==> src/sv/clf_pkg.sv <==
// ----------------------------------------------------------------------------
// clf_pkg
// Shared constants and types for the CRLF line framer.
// ----------------------------------------------------------------------------
package clf_pkg;

    localparam logic [7:0] CHAR_LF = 8'd10;
    localparam logic [7:0] CHAR_CR = 8'd13;

    localparam int LINE_LIMIT_DEF = 512;
    localparam int ITEM_BYTES_DEF = 64;

    // Widths that cover the whole supported range of ITEM_BYTES (up to 65).
    localparam int CMD_LEN_W = 7;
    localparam int WR_IDX_W  = 6;

    typedef struct packed {
        logic                 bank;
        logic [CMD_LEN_W-1:0] len;
    } t_cmd;

    typedef struct packed {
        logic                en;
        logic                bank;
        logic [WR_IDX_W-1:0] idx;
        logic [7:0]          data;
    } t_wr;

    typedef struct packed {
        logic valid;
        logic bank;
    } t_rel;

    typedef enum logic [1:0] {
        B_IDLE,
        B_READ,
        B_SEND
    } t_bstate;

endpackage

==> src/sv/crlf_line_framer.sv <==
// ----------------------------------------------------------------------------
// crlf_line_framer
// Frames a received byte stream into LF-terminated lines.
// ----------------------------------------------------------------------------
// Input bytes are taken one per cycle while a line bank is free. On LF the
// finished line, with a trailing CR stripped and cut to ITEM_BYTES-1 bytes,
// is queued and played out byte by byte: each byte is read from the bank
// (B_READ), then presented (B_SEND) until taken, and each line is first
// popped from the queue (B_IDLE); tlast marks the final byte. Empty lines
// produce nothing. Two line banks let the next line be received while one is
// played out; input stalls only when both banks hold lines still to go out.
module crlf_line_framer
    import clf_pkg::*;
#(
    parameter int LINE_LIMIT = LINE_LIMIT_DEF,
    parameter int ITEM_BYTES = ITEM_BYTES_DEF
) (
    input  logic       i_clk,
    input  logic       i_rst_n,
    input  logic       s_axis_tvalid,
    output logic       s_axis_tready,
    input  logic [7:0] s_axis_tdata,  // [7:0] data_byte
    output logic       m_axis_tvalid,
    input  logic       m_axis_tready,
    output logic [7:0] m_axis_tdata,  // [7:0] line_byte
    output logic       m_axis_tlast
);

    t_wr  wr;
    logic push;
    t_cmd push_cmd;
    t_rel rel;
    logic q_valid;
    t_cmd q_cmd;
    logic q_pop;

    clf_front #(
        .LINE_LIMIT(LINE_LIMIT),
        .ITEM_BYTES(ITEM_BYTES)
    ) u_front (
        .i_clk   (i_clk),
        .i_rst_n (i_rst_n),
        .i_valid (s_axis_tvalid),
        .o_ready (s_axis_tready),
        .i_data  (s_axis_tdata),
        .o_wr    (wr),
        .o_push  (push),
        .o_cmd   (push_cmd),
        .i_rel   (rel)
    );

    clf_cmd_fifo u_fifo (
        .i_clk   (i_clk),
        .i_rst_n (i_rst_n),
        .i_push  (push),
        .i_cmd   (push_cmd),
        .i_pop   (q_pop),
        .o_valid (q_valid),
        .o_cmd   (q_cmd)
    );

    clf_back #(
        .ITEM_BYTES(ITEM_BYTES)
    ) u_back (
        .i_clk       (i_clk),
        .i_rst_n     (i_rst_n),
        .i_wr        (wr),
        .i_cmd_valid (q_valid),
        .i_cmd       (q_cmd),
        .o_cmd_pop   (q_pop),
        .o_rel       (rel),
        .o_valid     (m_axis_tvalid),
        .i_ready     (m_axis_tready),
        .o_data      (m_axis_tdata),
        .o_last      (m_axis_tlast)
    );

endmodule

==> src/sv/clf_front.sv <==
// ----------------------------------------------------------------------------
// clf_front
// Accepts received bytes, tracks the open line and queues finished lines.
// ----------------------------------------------------------------------------
module clf_front
    import clf_pkg::*;
#(
    parameter int LINE_LIMIT = LINE_LIMIT_DEF,
    parameter int ITEM_BYTES = ITEM_BYTES_DEF
) (
    input  logic       i_clk,
    input  logic       i_rst_n,
    input  logic       i_valid,
    output logic       o_ready,
    input  logic [7:0] i_data,
    output t_wr        o_wr,
    output logic       o_push,
    output t_cmd       o_cmd,
    input  t_rel       i_rel
);

    localparam int SD     = ITEM_BYTES - 1;
    localparam int LEN_W  = $clog2(LINE_LIMIT);
    localparam int ELEN_W = (ITEM_BYTES > 2) ? $clog2(ITEM_BYTES) : 1;
    localparam int IDX_W  = (SD > 1) ? $clog2(SD) : 1;
    localparam int CW     = (LEN_W > ELEN_W) ? LEN_W : ELEN_W;

    logic [LEN_W-1:0] r_len, n_len;
    logic             r_cr, n_cr;
    logic             r_wbank, n_wbank;
    logic [1:0]       r_busy, n_busy;

    logic             acc;
    logic [LEN_W-1:0] len0;
    logic             cr0;
    logic [CW-1:0]    len_x;
    logic [CW-1:0]    trim;
    logic [CW-1:0]    clamp;
    logic [ELEN_W-1:0] elen;
    logic [IDX_W-1:0] widx;

    assign o_ready = !r_busy[r_wbank];
    assign acc     = i_valid && o_ready;

    always_comb begin
        if (r_len == LEN_W'(LINE_LIMIT - 1)) begin
            len0 = '0;
            cr0  = 1'b0;
        end else begin
            len0 = r_len;
            cr0  = r_cr;
        end
        len_x = CW'(len0);
        trim  = (cr0 && (len_x != '0)) ? (len_x - CW'(1)) : len_x;
        clamp = (trim > CW'(SD)) ? CW'(SD) : trim;
        elen  = clamp[ELEN_W-1:0];
        widx  = len_x[IDX_W-1:0];
    end

    always_comb begin
        n_len   = r_len;
        n_cr    = r_cr;
        n_wbank = r_wbank;
        n_busy  = r_busy;
        o_push  = 1'b0;
        o_wr.en   = 1'b0;
        o_wr.bank = r_wbank;
        o_wr.idx  = WR_IDX_W'(widx);
        o_wr.data = i_data;
        o_cmd.bank = r_wbank;
        o_cmd.len  = CMD_LEN_W'(elen);
        if (i_rel.valid) begin
            n_busy[i_rel.bank] = 1'b0;
        end
        if (acc) begin
            if (i_data == CHAR_LF) begin
                n_len = '0;
                n_cr  = 1'b0;
                if (elen != '0) begin
                    o_push          = 1'b1;
                    n_busy[r_wbank] = 1'b1;
                    n_wbank         = !r_wbank;
                end
            end else begin
                o_wr.en = (len_x < CW'(SD));
                n_len   = len0 + LEN_W'(1);
                n_cr    = (i_data == CHAR_CR);
            end
        end
    end

    always_ff @(posedge i_clk) begin
        if (!i_rst_n) begin
            r_len   <= '0;
            r_cr    <= 1'b0;
            r_wbank <= 1'b0;
            r_busy  <= '0;
        end else begin
            r_len   <= n_len;
            r_cr    <= n_cr;
            r_wbank <= n_wbank;
            r_busy  <= n_busy;
        end
    end

endmodule

==> src/sv/clf_cmd_fifo.sv <==
// ----------------------------------------------------------------------------
// clf_cmd_fifo
// Two-entry queue of finished lines between the front and the back.
// ----------------------------------------------------------------------------
module clf_cmd_fifo
    import clf_pkg::*;
(
    input  logic i_clk,
    input  logic i_rst_n,
    input  logic i_push,
    input  t_cmd i_cmd,
    input  logic i_pop,
    output logic o_valid,
    output t_cmd o_cmd
);

    t_cmd       r_mem [2];
    logic       r_wp, n_wp;
    logic       r_rp, n_rp;
    logic [1:0] r_cnt, n_cnt;
    logic       do_push;
    logic       do_pop;

    assign o_valid = (r_cnt != 2'd0);
    assign o_cmd   = r_mem[r_rp];
    assign do_push = i_push && (r_cnt != 2'd2);
    assign do_pop  = i_pop && o_valid;

    always_comb begin
        n_wp  = do_push ? !r_wp : r_wp;
        n_rp  = do_pop ? !r_rp : r_rp;
        n_cnt = r_cnt;
        if (do_push && !do_pop) begin
            n_cnt = r_cnt + 2'd1;
        end else if (do_pop && !do_push) begin
            n_cnt = r_cnt - 2'd1;
        end
    end

    always_ff @(posedge i_clk) begin
        if (do_push) begin
            r_mem[r_wp] <= i_cmd;
        end
    end

    always_ff @(posedge i_clk) begin
        if (!i_rst_n) begin
            r_wp  <= 1'b0;
            r_rp  <= 1'b0;
            r_cnt <= 2'd0;
        end else begin
            r_wp  <= n_wp;
            r_rp  <= n_rp;
            r_cnt <= n_cnt;
        end
    end

endmodule

==> src/sv/clf_back.sv <==
// ----------------------------------------------------------------------------
// clf_back
// Holds the two line banks and plays a queued line out byte by byte.
// ----------------------------------------------------------------------------
module clf_back
    import clf_pkg::*;
#(
    parameter int ITEM_BYTES = ITEM_BYTES_DEF
) (
    input  logic       i_clk,
    input  logic       i_rst_n,
    input  t_wr        i_wr,
    input  logic       i_cmd_valid,
    input  t_cmd       i_cmd,
    output logic       o_cmd_pop,
    output t_rel       o_rel,
    output logic       o_valid,
    input  logic       i_ready,
    output logic [7:0] o_data,
    output logic       o_last
);

    localparam int SD     = ITEM_BYTES - 1;
    localparam int ELEN_W = (ITEM_BYTES > 2) ? $clog2(ITEM_BYTES) : 1;
    localparam int IDX_W  = (SD > 1) ? $clog2(SD) : 1;

    logic [7:0] mem [2][SD];

    t_bstate           r_state, n_state;
    logic              r_bank;
    logic [ELEN_W-1:0] r_len;
    logic [IDX_W-1:0]  r_idx;
    logic [7:0]        r_rdata;
    logic              rd_en;
    logic              last;

    assign last = ((ELEN_W'(r_idx) + ELEN_W'(1)) == r_len);

    always_ff @(posedge i_clk) begin
        if (i_wr.en) begin
            mem[i_wr.bank][i_wr.idx[IDX_W-1:0]] <= i_wr.data;
        end
    end

    always_ff @(posedge i_clk) begin
        if (rd_en) begin
            r_rdata <= mem[r_bank][r_idx];
        end
    end

    always_comb begin
        n_state = r_state;
        case (r_state)
            B_IDLE: begin
                if (i_cmd_valid) begin
                    n_state = B_READ;
                end
            end
            B_READ: begin
                n_state = B_SEND;
            end
            B_SEND: begin
                if (i_ready) begin
                    n_state = last ? B_IDLE : B_READ;
                end
            end
            default: begin
                n_state = B_IDLE;
            end
        endcase
    end

    always_comb begin
        o_cmd_pop   = 1'b0;
        rd_en       = 1'b0;
        o_valid     = 1'b0;
        o_rel.valid = 1'b0;
        o_rel.bank  = r_bank;
        case (r_state)
            B_IDLE: begin
                o_cmd_pop = i_cmd_valid;
            end
            B_READ: begin
                rd_en = 1'b1;
            end
            B_SEND: begin
                o_valid     = 1'b1;
                o_rel.valid = i_ready && last;
            end
            default: begin
                o_valid = 1'b0;
            end
        endcase
    end

    assign o_data = r_rdata;
    assign o_last = last;

    always_ff @(posedge i_clk) begin
        if (o_cmd_pop) begin
            r_bank <= i_cmd.bank;
            r_len  <= i_cmd.len[ELEN_W-1:0];
            r_idx  <= '0;
        end else if (o_valid && i_ready && !last) begin
            r_idx <= r_idx + IDX_W'(1);
        end
    end

    always_ff @(posedge i_clk) begin
        if (!i_rst_n) begin
            r_state <= B_IDLE;
        end else begin
            r_state <= n_state;
        end
    end

endmodule
==> config.mk <==
export PLATFORM = sky130hd
export DESIGN_NAME = crlf_line_framer
export DESIGN_NICKNAME = d
export VERILOG_FILES = /design/src/sv/clf_pkg.sv /design/src/sv/crlf_line_framer.sv /design/src/sv/clf_front.sv /design/src/sv/clf_cmd_fifo.sv /design/src/sv/clf_back.sv
export SDC_FILE = /design/constraint.sdc
export NUM_CORES = 1
export LEC_CHECK = 0
export BUFFER_PORTS_ARGS = -buffer_cell sky130_fd_sc_hd__buf_4
export CAP_MARGIN = 20
export CORE_MARGIN = 8
export CORE_UTILIZATION = 45
export DETAILED_ROUTE_END_ITERATION = 8
export GPL_ROUTABILITY_DRIVEN = 0
export PLACE_DENSITY = 0.62
export SLEW_MARGIN = 10
export SYNTH_ARGS = -nofsm -noshare
export SYNTH_HDL_FRONTEND = slang
export SYNTH_SLANG_ARGS = --single-unit
==> constraint.sdc <==
create_clock -name i_clk -period 12.6 [get_ports i_clk]
set_input_delay 0.63 -clock i_clk [delete_from_list [all_inputs] [get_ports i_clk]]
set_output_delay 0.63 -clock i_clk [all_outputs]
set_load 0.005 [all_outputs]
==> flow_summary.json <==
{
  "io_buffers": 22,
  "dpl_cell_area_sq_um": 43700,
  "cp-end-kind": "flip-flop",
  "synth_top_area_share_pct": 73.6,
  "ios": 23,
  "grt.total_usage_pct": 19.4,
  "routedWlPerCell_um": 27.7,
  "drc": 0,
  "yosysWarningCount": 0,
  "syn_inst": 2311,
  "num_rows": 112,
  "fin_setup_tns_ps": 0,
  "synth.largest_area_cell": "edfxtp_1",
  "hp-class": "in2reg",
  "syn2layout_area_growth_pct": 11.3,
  "cts_tree": "built",
  "yosys-top-cells-area": "edfxtp_1, mux4_2, mux2i_1, o221ai_1, nor2_1",
  "drt_iter0_markers": 2024,
  "worst_slack_ps": 7440,
  "nets": 2357,
  "ys_async_sr_fraction_pct": 0,
  "r2r_slack_ps": 7440,
  "grt_pass1_wl_um": 151000,
  "rsz0062_at_grt": "no",
  "cts_resized": 0,
  "synth.net_count": 2329,
  "power.total_mw": 8.59,
  "antenna_left": 0,
  "cp-endpoint": "u_fifo.r_cnt[1]$_SDFFE_PN0P_",
  "cts_max_path_buffers": 3,
  "critPathKind": "reg2reg",
  "dr.pass1.iters": 5,
  "critPathMaxStageDelay_ps": 750,
  "cp-start-kind": "flip-flop",
  "slew_headroom_pct": 22.4,
  "critPathTopFamily": "simple AND/OR/NAND/NOR gates",
  "slew_viol_final": 0,
  "yosysUniqueCellTypes": 68,
  "finalCriticalPeriod_ps": 5160,
  "grt_remaining_overflow": 0,
  "min_period_over_period_pct": 41.0,
  "crit_chain": "nand4_1, or3_1, nand2_1, ha_1, or3b_2, o41ai_2, mux2_2, a211o_1, and3_4, nor3_1, ha_1, xor2_1, or3_1, a21boi_0",
  "worstMarginPinSlew_ps": 1160,
  "yosysSeqAreaShare_pct": 74.7,
  "dpl.hpwl_um": 60900,
  "place_inst": 3482,
  "finalNonFillerCells": 3684,
  "required_ps": 13210,
  "hold_viol_final": 0,
  "yosysMostFrequentCell": "edfxtp_1",
  "die_y_um": 323,
  "max_freq_ghz": 0.194,
  "rr_worst_depth": 14,
  "grt_max_degree": 119,
  "vias_per_cell": 6.01,
  "crit_cells": 14,
  "core_sq_um": 93300,
  "p_per_area_nw_per_um2": 182,
  "die_area_sq_um": 104000,
  "vias": 22100,
  "arrival_ps": 5770,
  "cts_max_level": 3,
  "fin_area_sq_um": 47100,
  "antenna_found_initial": 5,
  "r2r-end": "u_fifo.r_cnt[1]$_SDFFE_PN0P_",
  "worstReg2RegStart": "u_front.r_len[5]$_SDFFE_PN0P_",
  "synth_edf_count": 1037,
  "numCtsBuffers": 107,
  "worstPathMaxFanout": 20,
  "post_cts_buffers": 0,
  "place_ws_ps": 7650,
  "root_buffer": "clkbuf_16",
  "path_buf_inv": 0,
  "grt_pass1_vias": 22000,
  "finalClockSkew_ps": 36.4,
  "finalSetupViolCount": 0,
  "cp-startpoint": "u_front.r_len[5]$_SDFFE_PN0P_",
  "worstSkewPairLatency_ps": 680,
  "avgSynthCellArea_sq_um": 18.3,
  "clkSinkCount": 1062,
  "leakage_nw": 14.9,
  "clk_pin_slew_worst_paths_ps": 60,
  "synth_common_cells": "edfxtp_1, mux2i_1, nor2_1",
  "cts_hold_buf": 0,
  "wirelength_um": 102000,
  "die_w_um": 323,
  "synth_area_sq_um": 42300,
  "start_util_pct": 45.4,
  "outcome": "finished, final reports clean",
  "layout-drive-gt1-share_pct": 16.1,
  "cp_slowest_cell": "dfxtp_1",
  "synthFlopType": "edfxtp_1",
  "maxCapViolCount": 0,
  "ir_worst_vdd_v": 0.000144,
  "synth-seq-cells": 1062
}
-- cells in the final DEF (no fill, tap or decap), types with 7 or more instances in the layout --
| master | instances |
|---|---|
| inv_1 | 10 |
| a211oi_1 | 31 |
| o21ai_0 | 23 |
| o221ai_1 | 117 |
| clkbuf_16 | 107 |
| mux2i_1 | 236 |
| nor2b_1 | 16 |
| clkinv_1 | 27 |
| nor3_1 | 9 |
| nor2_1 | 156 |
| or3_1 | 7 |
| nand3_1 | 12 |
| edfxtp_1 | 1037 |
| clkinv_2 | 21 |
| bufinv_16 | 8 |
| xnor2_1 | 11 |
| nand4_1 | 8 |
| a21boi_0 | 15 |
| o22ai_1 | 53 |
| clkbuf_1 | 20 |
| a21oi_1 | 50 |
| mux4_2 | 139 |
| buf_4 | 59 |
| dfxtp_1 | 21 |
| mux2_2 | 13 |
| o311ai_0 | 10 |
| nand2_1 | 80 |
| xor2_1 | 7 |
| and2_1 | 11 |
-- area by class of cell --
type,count,area [sq um]
Tap cell,1254,1570
Fill cell,7580,46200
Multi-Input combinational cell,1096,10000
Antenna cell,3,7.51
Inverter,11,41.3
Timing Repair Buffer,61,483
Sequential cell,1062,31600
Clock inverter,70,626
Clock buffer,127,2750
-- cells by family (layout without fill, tap and decap cells) --
logic type	after synthesis	count (layout)	synth area share (%)
DFF	1062	1062	74.7
muxes	388	388	13.3
AOI/OAI and AO/OA	347	347	6.05
and+or+nand+nor	337	337	3.67
buffers and inverters	153	269	1.68
xor gates and xnor gates	18	18	0.372
adders and majority gates	6	6	0.177
other	0	3	0
-- state kept, by name, summed over array words and instances, names as in the netlist --
name	cells
u_back.r_len	6
u_front.r_cr	1
u_back.r_state	2
u_back.r_bank	1
u_fifo.r_rp	1
u_front.r_wbank	1
u_back.o_data	8
u_back.r_idx	6
u_front.r_busy	2
u_fifo.r_mem	14
u_fifo.r_wp	1
u_front.r_len	9
u_fifo.r_cnt	2
u_back.mem	1008
-- how the worst min path moves through the flow --
stage,from,end,depth (start not counted)
2_1_floorplan,u_back.r_state[0]$_SDFFE_PN0P_,u_back.r_state[0]$_SDFFE_PN0P_,1
3_3_place_gp,u_front.r_busy[0]$_SDFF_PN0_,u_front.r_busy[0]$_SDFF_PN0_,2
3_5_place_dp,u_front.r_busy[0]$_SDFF_PN0_,u_front.r_busy[0]$_SDFF_PN0_,2
4_1_cts,m_axis_tready,u_back.r_state[1]$_SDFFE_PN0P_,3
5_1_grt,m_axis_tready,u_back.r_state[1]$_SDFFE_PN0P_,3
6_report,m_axis_tready,u_back.r_state[1]$_SDFFE_PN0P_,3
-- power by group --
part | total [mW] | internal [mW] | switching (mW)
combinational | 1.56 | 0.687 | 0.873
clock | 3.07 | 1.73 | 1.34
sequential | 3.97 | 3.92 | 0.0510
-- per-stage QoR --
stage	hold WS (ps)	utilization (%)
after floorplan	437	-
after global placement	462	46.9
after detailed placement	471	46.9
after CTS	236	50.5
after global routing	275	50.5
final	278	50.5
-- per-layer routing --
layer | wire (um) | up-vias | GRT usage [%]
li1 | - | 9565 | -
met1 | 42800 | 11600 | 26.6
met2 | 50500 | 800 | 32.4
met3 | 6550 | 167 | 3.31
met4 | 2110 | 4 | 4.93
met5 | 37 | - | 0
-- tightest hold or removal path: cells and delay by family --
family / cells / cell delay (ps)
simple gates: 1 / 40
compound gates: 1 / 150
buf+inv: 1 / 90
(Power assumes the default switching activity.)
